[src/design/sorted_priority_queue_assert.svh]
// ----------------------------------------------------------------------------
// Sorted priority queue assertion macros
// Concurrent checks clocked on clk and disabled while rst_n is low.
// ----------------------------------------------------------------------------
`ifndef SORTED_PRIORITY_QUEUE_ASSERT_SVH
`define SORTED_PRIORITY_QUEUE_ASSERT_SVH

`ifndef SYNTH
`define SPQ_ASSERT_SAME(lbl, ante, cons, msg) \
  lbl: assert property (@(posedge clk) disable iff (!rst_n) (ante) |-> (cons)) \
    else $error(msg);
`define SPQ_ASSERT_NEXT(lbl, ante, cons, msg) \
  lbl: assert property (@(posedge clk) disable iff (!rst_n) (ante) |=> (cons)) \
    else $error(msg);
`else
`define SPQ_ASSERT_SAME(lbl, ante, cons, msg)
`define SPQ_ASSERT_NEXT(lbl, ante, cons, msg)
`endif

`endif

[src/design/spq_pkg.sv]
// ----------------------------------------------------------------------------
// Sorted priority queue package
// Beat types, request and status codes, and the per-cell command.
// ----------------------------------------------------------------------------
package spq_pkg;

  localparam int SPQ_DEPTH = 16;

  localparam logic REQ_ENQ = 1'b0;
  localparam logic REQ_DEQ = 1'b1;

  localparam logic [1:0] ST_OK    = 2'd0;
  localparam logic [1:0] ST_EMPTY = 2'd1;
  localparam logic [1:0] ST_FULL  = 2'd2;

  typedef struct packed {
    logic               req_type;
    logic signed [15:0] data_in;
    logic        [7:0]  prio_in;
  } in_t;

  typedef struct packed {
    logic        [1:0]  status;
    logic signed [15:0] data_out;
    logic        [7:0]  prio_out;
  } out_t;

  typedef struct packed {
    logic signed [15:0] value;
    logic        [7:0]  prio;
  } entry_t;

  typedef enum logic [1:0] {
    OP_HOLD,
    OP_INSERT,
    OP_REMOVE
  } cell_op_t;

  typedef struct packed {
    cell_op_t op;
    entry_t   ent;
  } cell_cmd_t;

endpackage

[src/design/spq_cell.sv]
// ----------------------------------------------------------------------------
// Sorted priority queue cell
// One slot: keeps, takes the new entry, or shifts from a neighbor.
// ----------------------------------------------------------------------------
module spq_cell (
  input  logic               clk,
  input  spq_pkg::cell_cmd_t cmd,
  input  logic               live,
  input  logic               left_ge,
  input  spq_pkg::entry_t    left_ent,
  input  spq_pkg::entry_t    right_ent,
  output spq_pkg::entry_t    ent,
  output logic               ge
);

  spq_pkg::entry_t ent_r;
  spq_pkg::entry_t ent_nxt;

  assign ent = ent_r;
  assign ge  = live && (ent_r.prio >= cmd.ent.prio);

  always_comb begin
    ent_nxt = ent_r;
    unique case (cmd.op)
      spq_pkg::OP_INSERT: begin
        if (!ge) begin
          ent_nxt = left_ge ? cmd.ent : left_ent;
        end
      end
      spq_pkg::OP_REMOVE: begin
        ent_nxt = right_ent;
      end
      default: begin
        ent_nxt = ent_r;
      end
    endcase
  end

  always_ff @(posedge clk) begin
    ent_r <= ent_nxt;
  end

endmodule

[src/design/sorted_priority_queue.sv]
// Latency: a request taken at one edge has its result strobed on out_valid in the next cycle.
// Throughput: one request per cycle; busy stays low, the cell row inserts or shifts in one step.
// The receiver cannot stall: every result is shown for exactly one cycle.
// Reset (rst_n low, synchronous) empties the queue and drops any pending strobe.
// ----------------------------------------------------------------------------
// Sorted priority queue
// Row of compare-and-shift cells kept sorted by priority, highest at cell 0.
// ----------------------------------------------------------------------------
`include "sorted_priority_queue_assert.svh"

module sorted_priority_queue #(
  parameter int QUEUE_DEPTH = spq_pkg::SPQ_DEPTH
) (
  input  logic          clk,
  input  logic          rst_n,
  input  logic          start,
  output logic          busy,
  input  spq_pkg::in_t  in_data,
  output logic          out_valid,
  output spq_pkg::out_t out_data
);

  localparam int OCC_W = $clog2(QUEUE_DEPTH + 1);

  logic [OCC_W-1:0]   occ_r;
  logic [OCC_W-1:0]   occ_nxt;
  logic               out_valid_r;
  spq_pkg::out_t      out_r;
  spq_pkg::out_t      out_nxt;
  spq_pkg::cell_cmd_t cmd;
  logic               full;
  logic               empty;
  logic               enq_take;

  spq_pkg::entry_t    ent [QUEUE_DEPTH];
  logic               ge  [QUEUE_DEPTH];
  logic               live [QUEUE_DEPTH];

  assign busy      = 1'b0;
  assign out_valid = out_valid_r;
  assign out_data  = out_r;

  assign full  = (occ_r == OCC_W'(QUEUE_DEPTH));
  assign empty = (occ_r == '0);

  assign enq_take = start && (in_data.req_type == spq_pkg::REQ_ENQ) && !full;

  always_comb begin
    cmd.op        = spq_pkg::OP_HOLD;
    cmd.ent.value = in_data.data_in;
    cmd.ent.prio  = in_data.prio_in;
    occ_nxt       = occ_r;
    out_nxt       = '0;
    if (start) begin
      if (in_data.req_type == spq_pkg::REQ_ENQ) begin
        if (full) begin
          out_nxt.status = spq_pkg::ST_FULL;
        end else begin
          cmd.op  = spq_pkg::OP_INSERT;
          occ_nxt = occ_r + 1'b1;
        end
      end else begin
        if (empty) begin
          out_nxt.status = spq_pkg::ST_EMPTY;
        end else begin
          cmd.op           = spq_pkg::OP_REMOVE;
          occ_nxt          = occ_r - 1'b1;
          out_nxt.data_out = ent[0].value;
          out_nxt.prio_out = ent[0].prio;
        end
      end
    end
  end

  for (genvar i = 0; i < QUEUE_DEPTH; i++) begin : g_cell
    spq_pkg::entry_t left_ent;
    spq_pkg::entry_t right_ent;
    logic            left_ge;

    assign live[i] = (OCC_W'(i) < occ_r);

    if (i == 0) begin : g_head
      assign left_ge  = 1'b1;
      assign left_ent = cmd.ent;
    end else begin : g_body
      assign left_ge  = ge[i-1];
      assign left_ent = ent[i-1];
    end

    if (i == QUEUE_DEPTH - 1) begin : g_tail
      assign right_ent = ent[i];
    end else begin : g_inner
      assign right_ent = ent[i+1];
    end

    spq_cell u_cell (
      .clk       (clk),
      .cmd       (cmd),
      .live      (live[i]),
      .left_ge   (left_ge),
      .left_ent  (left_ent),
      .right_ent (right_ent),
      .ent       (ent[i]),
      .ge        (ge[i])
    );
  end

  always_ff @(posedge clk) begin
    if (!rst_n) begin
      occ_r       <= '0;
      out_valid_r <= 1'b0;
    end else begin
      occ_r       <= occ_nxt;
      out_valid_r <= start;
    end
    out_r <= out_nxt;
  end

  `SPQ_ASSERT_SAME(a_occ_bound, 1'b1, occ_r <= OCC_W'(QUEUE_DEPTH), "occupancy over depth")
  `SPQ_ASSERT_NEXT(a_strobe, start, out_valid, "request without result strobe")
  `SPQ_ASSERT_NEXT(a_no_strobe, !start, !out_valid, "result strobe without request")
  `SPQ_ASSERT_NEXT(a_enq_count, enq_take, occ_r == $past(occ_r) + 1'b1, "enqueue not counted")
  `SPQ_ASSERT_SAME(a_head_sorted, occ_r >= OCC_W'(2), ent[0].prio >= ent[1].prio, "head order")

endmodule
[config.mk]
export PLATFORM = sky130hd
export DESIGN_NAME = sorted_priority_queue
export DESIGN_NICKNAME = d
export VERILOG_FILES = /design/src/design/spq_pkg.sv /design/src/design/spq_cell.sv /design/src/design/sorted_priority_queue.sv
export VERILOG_INCLUDE_DIRS = /design/src /design/src/design
export SDC_FILE = /design/constraint.sdc
export NUM_CORES = 1
export LEC_CHECK = 0
export BUFFER_PORTS_ARGS = -buffer_cell sky130_fd_sc_hd__buf_2
export CAP_MARGIN = 30
export CORE_MARGIN = 2
export CORE_UTILIZATION = 54
export DETAILED_ROUTE_END_ITERATION = 10
export GPL_ROUTABILITY_DRIVEN = 0
export GPL_TIMING_DRIVEN = 0
export PLACE_DENSITY_LB_ADDON = 0.12
export SKIP_CTS_REPAIR_TIMING = 1
export SLEW_MARGIN = 20
export SYNTH_ARGS = -nofsm -noshare
export SYNTH_HDL_FRONTEND = slang
export SYNTH_SLANG_ARGS = --single-unit
[constraint.sdc]
create_clock -name clk -period 4.5 [get_ports clk]
set_clock_uncertainty 0.05 [all_clocks]
set_input_delay 0.9 -clock clk [delete_from_list [all_inputs] [get_ports clk]]
set_output_delay 0.9 -clock clk [all_outputs]
set_load 0.03 [all_outputs]
==> summary.log, run 1 <==
INFO  routing        wirelength=75560um
INFO  clocking       cts_tree=done
INFO  timing         timing.final.hold_violations=0
INFO  layout         final_cells=2839
INFO  logic_synthesis yosys.area.top_type_share=49.32%
INFO  die            fp.dieH=212.1um
INFO  placed_design  dp.cells=2751
INFO  power          power.density=640.5nW/um2
INFO  layout         utilization=61.77%
INFO  logic_synthesis syn-num-nets=2258
INFO  logic_synthesis synth-warning-count=0
INFO  hold_path      hold_path_startpoint=g_cell[0].u_cell.ent[20]$_DFFE_PP_
INFO  routing        dr.first_iter.drc_count=2067
INFO  timing         finalCriticalPeriod=4.237ns
INFO  timing         worst_slew_margin_rel=30.19%
INFO  worst_setup_path timing.critical_path.from_type=input pin
INFO  die            die_width=212.1um
INFO  worst_setup_path critical_path.slowest_cell=a21oi_4
INFO  clocking       worstSkewPairLatency=0.59ns
INFO  global_routing globalRouteOverflowTotal=0
INFO  worst_setup_path path_common_cell=clkbuf_1
INFO  clocking       clockBufferDepth=3
INFO  logic_synthesis post_synth_num_cell_types=48
INFO  clocking       numClockSinks=416
INFO  worst_setup_path critPathKind=in -> reg
INFO  logic_synthesis synthesis.area=23380um2
INFO  timing         setup_slack=0.2630ns
INFO  timing         highest_clock_frequency_the_design_can_meet=236.0MHz
INFO  logic_synthesis synth_edf_count=384
INFO  worst_setup_path critPathMaxStageDelay=0.75ns
INFO  layout         drive_above_1_share=12.42%
INFO  layout         multi_input_comb_area=10230um2
INFO  layout         layout_common_cells=edfxtp_1 (384), a221o_1 (335), nand2_1 (315)
INFO  worst_setup_path critPathRequiredTime=4.66ns
INFO  logic_synthesis synth-seq-cells=416
INFO  worst_setup_path signal_arrival_time_at_the_worst_endpoint=4.39ns
INFO  timing         worst_pin_slew=1.040ns
INFO  job            cap_viol_max_count=0
INFO  worst_setup_path crit-reg2reg-launch=occ_r[1]$_SDFFE_PN0P_
INFO  die            floorplan.initialDensity=54.51%
INFO  global_routing largest_net_degree_at_the_start_of_global_routing=25
INFO  layout         sequential_cell_area=12170um2
INFO  timing         rsz0062_at_grt=false
INFO  die            floorplan.io_pins=56
INFO  layout         fillCellCount=3496
INFO  layout         diodes=0
INFO  logic_synthesis ys_top_cells_by_area=edfxtp_1 (49%), a221o_1 (14%), ha_1 (7.1%)
INFO  global_routing number_of_antenna_violations_at_the_first_check_in_global_routing=0
INFO  clocking       clk_pin_slew=0.06ns
INFO  worst_setup_path setup.worst_path.end_class=flip-flop
INFO  placed_design  detailedPlacementHpwl=58280um
INFO  logic_synthesis synth_seq_area_share=52.06%
INFO  placed_design  dp_worst_setup_slack=-0.2090ns
INFO  layout         most_frequent_standard_cell_in_the_layout_excluding_fill_and_tap_cells=edfxtp_1
INFO  die            standard_cell_row_count=76
INFO  worst_setup_path crit_start=in_data[2]
INFO  outcome        result_of_the_run=finished clean
INFO  power          worst_ir_drop_vdd=0.0003540V
INFO  logic_synthesis postSynth.topFlopCell=edfxtp_1
INFO  timing         finalSetupViolations=0
INFO  power          leakagePower=0.01070uW
INFO  global_routing grt_first_pass_wirelength=112600um
INFO  routing        final_antenna_net_count=0
INFO  hold_path      timing.hold.worst.class=reg -> reg
INFO  logic_synthesis ys_async_sr_fraction=0%
INFO  timing         min_period_over_period=94.16%
INFO  logic_synthesis post_synth.cell_area_avg=11.14um2
INFO  routing        detail_route.drc_violations=0
INFO  die            die_area=44970um2
INFO  die            design.core.area=42890um2
INFO  logic_synthesis synthesis.instances=2098
INFO  placed_design  place.port_buffers=53
INFO  global_routing grt_util_all_layers=33.52%
INFO  layout         layout.nets=2376
INFO  logic_synthesis yosys_top_cell_by_area=edfxtp_1
INFO  clocking       cts_buffers=47
INFO  global_routing via_count_of_the_first_global_routing_pass=18530
INFO  layout         area_growth=13.31%
INFO  worst_setup_path crit_path_max_fanout=24
INFO  clocking       clk_root_buffer_cell=clkbuf_16
INFO  routing        num_vias=19000
INFO  clocking       htreeDepth=2
INFO  routing        drt-pass1-iter-count=6
INFO  worst_setup_path cp_cell_sequence=buf_2, inv_1, ha_1, a211o_1, a31oi_1, o21ai_1, and2_1, clkbuf_1, clkbuf_1, a21oi_4
INFO  routing        post_drt_wl_per_cell=26.61um
INFO  timing         slew_violations=0
INFO  routing        via_per_inst=6.694
## metrics by stage
step | hold WS, ns | power, uW | setup TNS (ns) | instance area [um2]
2_1_floorplan | 0.3979 | 10810 | 0 | 23380
3_3_place_gp | 0.4021 | 12510 | -486.96 | 24380
3_5_place_dp | 0.4065 | 12940 | -12.70 | 24950
4_1_cts | 0.4204 | 16800 | 0 | 26480
5_1_grt | 0.4433 | 17730 | 0 | 26490
6_report | 0.4184 | 16970 | 0 | 26490
## area by class of cell
class / instances / area share (%)
timing repair buffer: 69 / 2.541
multi-input combinational: 1423 / 38.62
inverter: 28 / 0.3968
clock buffer: 63 / 5.092
buffer: 231 / 3.925
clock inverter: 24 / 0.7132
sequential: 416 / 45.95
tap: 585 / 2.763
## cells in the mapped netlist (13+ instances only)
cell type	number
buf_4	13
clkbuf_1	137
dfxtp_1	32
nand2_1	315
a21o_1	43
inv_1	28
a221oi_1	15
a31oi_1	14
and3_1	24
nand2b_1	17
ha_1	132
a211oi_1	15
a211o_1	13
nor2_1	17
o2111ai_1	14
buf_2	75
a21oi_1	321
mux2_2	25
edfxtp_1	384
and2_1	65
a221o_1	335
o21ai_1	18
## path summary, 6_finish.rpt
path                                              end  slack [ns]  cells after the start
hold reg to reg               out_data[20]$_SDFF_PP0_        0.42                      1
hold / removal                out_data[20]$_SDFF_PP0_        0.42                      1
setup / recovery  g_cell[11].u_cell.ent[18]$_DFFE_PP_        0.26                     10
setup reg to reg  g_cell[14].u_cell.ent[21]$_DFFE_PP_        0.53                      8
## power by group
| group | internal [uW] | switching (uW) |
|---|---|---|
| sequential | 6000 | 791 |
| combinational | 2450 | 3850 |
| clock | 2270 | 1610 |
| total | 10700 | 6240 |
## registers in the layout, indices dropped and copies added (netlist names)
register and count:
out_data 26, occ_r 5, out_valid 1, g_cell.u_cell.ent 384
## per-layer routing
layer / wire length, um / global-route usage, %
met5: 0 / 0
met4: 3645 / 14.98
met3: 6581 / 5.879
met2: 35410 / 55.18
met1: 29930 / 43.47
## cell families (layout without fill, tap and decap cells)
kind of cell	Yosys count	after routing	share of synthesized area (%)
mux	25	25	1.204
flops	416	416	52.06
fa+ha+maj	132	132	7.064
compound gates	806	806	25.92
buf+inv	259	415	4.897
simple gates	455	455	8.681
xor+xnor	4	4	0.1499
other cells	1	1	0.01604
## critical path, delay by kind of cell
kind | cells | cell delay (ns)
compound gates | 4 | 1.47
fa+ha+maj | 1 | 0.39
simple gates | 1 | 0.25
buf+inv | 4 | 1.36
No activity file was read; power rests on OpenSTA's default activity.
==> run 2, diff against run 1 <==
Clock period 4.5 ns to 3.5 ns, I/O delays scaled along.
==> summary.log, run 2 (synthesis results as in run 1) <==
INFO  global_routing grt_util_all_layers=32.27% [was 33.52%]
INFO  worst_setup_path crit_path_max_fanout=12 [was 24]
INFO  die            standard_cell_row_count=76 [unchanged]
INFO  routing        met3WireLength=5788um [was 6581 um]
INFO  clocking       clk_pin_slew=0.06ns [about the same]
INFO  layout         largest_reg_flops=384 [unchanged]
INFO  routing        detail_route.drc_violations=0 [unchanged]
INFO  clocking       worstSkewPairLatency=0.59ns [about the same]
INFO  layout         most_frequent_standard_cell_in_the_layout_excluding_fill_and_tap_cells=edfxtp_1 [unchanged]
INFO  clocking       cts_tree=done [unchanged]
INFO  routing        top_layer_used=met4 [unchanged]
INFO  clocking       htreeDepth=2 [unchanged]
INFO  timing         timing.final.hold_violations=0 [unchanged]
INFO  outcome        result_of_the_run=finished, violations left [was finished clean]
INFO  job            cap_viol_max_count=0 [unchanged]
INFO  timing         holdWs=0.3206ns [was 0.4184 ns]
INFO  die            die_area=44970um2 [unchanged]
INFO  timing         highest_clock_frequency_the_design_can_meet=285.5MHz
INFO  worst_setup_path signal_arrival_time_at_the_worst_endpoint=3.67ns [was 4.39 ns]
INFO  timing         finalCriticalPeriod=3.503ns
INFO  hold_path      worstHoldPathCells=2 [was 1]
INFO  hold_path      hold_path_startpoint=start [was g_cell[0].u_cell.ent[20]$_DFFE_PP_]
INFO  placed_design  place.port_buffers=53 [unchanged]
INFO  timing         worst_pin_slew=1.002ns [was 1.040 ns]
INFO  routing        via_per_inst=6.683 [was 6.694]
INFO  clocking       clk_root_buffer_cell=clkbuf_16 [unchanged]
INFO  timing         finalSetupViolations=3 [was 0]
INFO  routing        final_antenna_net_count=0 [unchanged]
INFO  timing         slew_violations=0 [unchanged]
INFO  routing        dr.first_iter.drc_count=2068 [was 2067]
INFO  power          worst_ir_drop_vdd=0.0003837V [was 0.0003540 V]
INFO  routing        post_drt_wl_per_cell=26.63um [was 26.61 um]
INFO  layout         layout.nets=2397 [was 2376]
INFO  power          leakagePower=0.01067uW [was 0.01070 uW]
INFO  routing        wirelength=76000um [was 75560 um]
INFO  global_routing globalRouteOverflowTotal=0 [unchanged]
INFO  layout         area_growth=13.86% [was 13.31%]
INFO  die            design.core.area=42890um2 [unchanged]
INFO  worst_setup_path ff2ff_setup_slack=0.08ns [was 0.53 ns]
INFO  clocking       cts_buffers=47 [unchanged]
INFO  layout         final_cells=2854 [was 2839]
INFO  hold_path      timing.hold.worst.class=in -> reg [was reg -> reg]
INFO  timing         worst_slew_margin_rel=32.76% [was 30.19%]
INFO  die            floorplan.io_pins=56 [unchanged]
INFO  worst_setup_path critPathRequiredTime=3.66ns [was 4.66 ns]
INFO  hold_path      whs_endpoint=out_valid$_SDFF_PN0_ [was out_data[20]$_SDFF_PP0_]
INFO  power          post-layout-total-power=21630uW [was 16970 uW]
INFO  placed_design  detailedPlacementHpwl=56860um [was 58280 um]
INFO  placed_design  dp.cells=2737 [was 2751]
INFO  outcome        violations_in_the_final_reports=negative setup slack
INFO  routing        drt-pass1-iter-count=6 [unchanged]
INFO  global_routing largest_net_degree_at_the_start_of_global_routing=25 [unchanged]
INFO  timing         min_period_over_period=100.1%
INFO  routing        num_vias=19070 [was 19000]
INFO  die            fp.dieH=212.1um [unchanged]
INFO  layout         layout_common_cells=edfxtp_1 (384), a221o_1 (335), nand2_1 (315) [unchanged]
INFO  die            floorplan.initialDensity=54.51% [unchanged]
INFO  routing        m1WireLength=30360um [was 29930 um]
INFO  placed_design  dp_worst_setup_slack=-1.174ns [was -0.2090 ns]
INFO  clocking       numClockSinks=416 [unchanged]
INFO  worst_setup_path crit-reg2reg-launch=occ_r[1]$_SDFFE_PN0P_ [unchanged]
INFO  die            die_width=212.1um [unchanged]
INFO  worst_setup_path regToRegEndpoint=g_cell[0].u_cell.ent[22]$_DFFE_PP_ [was g_cell[14].u_cell.ent[21]$_DFFE_PP_]
INFO  clocking       clockBufferDepth=3 [unchanged]
INFO  layout         drive_above_1_share=13.18% [was 12.42%]
INFO  timing         setup_slack=-0.002756ns [was 0.2630 ns]
INFO  worst_setup_path critPathKind=in -> reg [unchanged]
INFO  global_routing grt_first_pass_wirelength=109300um [was 112600 um]
INFO  worst_setup_path r2r_cell_count=8 [unchanged]
INFO  layout         diodes=0 [unchanged]
INFO  global_routing via_count_of_the_first_global_routing_pass=18390 [was 18530]
INFO  power          power.density=812.5nW/um2 [was 640.5 nW/um2]
INFO  global_routing number_of_antenna_violations_at_the_first_check_in_global_routing=0 [unchanged]
INFO  timing         fin_setup_tns=-0.006135ns [was 0 ns]
INFO  worst_setup_path setup.worst_path.end_class=flip-flop [unchanged]
INFO  routing        routed_length_on_met2=36620um [was 35410 um]
INFO  worst_setup_path timing.critical_path.from_type=input pin [unchanged]
-- run 2: cell types whose count changed in the layout (fill, tap and decap cells not counted), sizes merged --
cell / previous run / this run
o21ba: 1 / 2
clkinv: 19 / 13
clkinvlp: 2 / 7
inv: 28 / 21
buf: 163 / 169
clkbuf: 200 / 203
a21oi: 323 / 337
bufinv: 3 / 2
-- run 2: area by class of cell --
| type | instances | area, um2 |
|---|---|---|
| Inverter | 28 | 131.4 |
| Tap cell | 585 | 732.0 |
| Multi-Input combinational cell | 1438 | 10480 |
| Sequential cell | 416 | 12170 |
| Clock inverter | 15 | 112.6 |
| Buffer | 230 | 1059 |
| Fill cell | 3526 | 16270 |
| Timing Repair Buffer | 76 | 620.6 |
| Clock buffer | 66 | 1310 |
-- run 2: through the flow --
stage | utilization, % | area, um2
6_report | 62.07 | 26620
5_1_grt | 62.07 | 26620
4_1_cts | 60.61 | 25990
3_5_place_dp | 57.30 | 24570
3_3_place_gp | 57.20 | 24530
2_1_floorplan | - | 23530
-- run 2: where the power goes --
part           switching, uW  total [uW]  internal [uW]
clock                   2010        4740           2730
sequential               951        8670           7720
combinational           5070        8220           3150
total                   8030       21600          13600
-- run 2: metal layers --
| metal | vias up | GRT usage [%] |
|---|---|---|
| met5 | - | 0 |
| met4 | 0 | 13.33 |
| met3 | 152 | 3.826 |
| met2 | 981 | 54.12 |
| met1 | 9331 | 42.63 |
| li1 | 8610 | - |
-- run 2: how the worst max path moves through the flow --
stage	start	slack, ns	to	cells after the start
3_5_place_dp	in_data[7]	-1.17	g_cell[2].u_cell.ent[0]$_DFFE_PP_	10
4_1_cts	in_data[2]	-0.54	g_cell[2].u_cell.ent[21]$_DFFE_PP_	10
3_3_place_gp	in_data[7]	-1.09	g_cell[13].u_cell.ent[0]$_DFFE_PP_	10
5_1_grt	in_data[5]	-0.02	g_cell[13].u_cell.ent[16]$_DFFE_PP_	11
6_report	in_data[5]	-0.003	g_cell[13].u_cell.ent[15]$_DFFE_PP_	11
2_1_floorplan	in_data[6]	0.007	g_cell[7].u_cell.ent[0]$_DFFE_PP_	7
-- run 2: critical path, cell delays in order --
cell,delay (ns)
buf_2,0.15
clkinvlp_4,0.19
buf_4,0.18
ha_1,0.32
a21o_1,0.19
a221oi_1,0.36
o21ai_2,0.26
and2_1,0.21
clkbuf_1,0.26
buf_2,0.33
a21oi_4,0.50
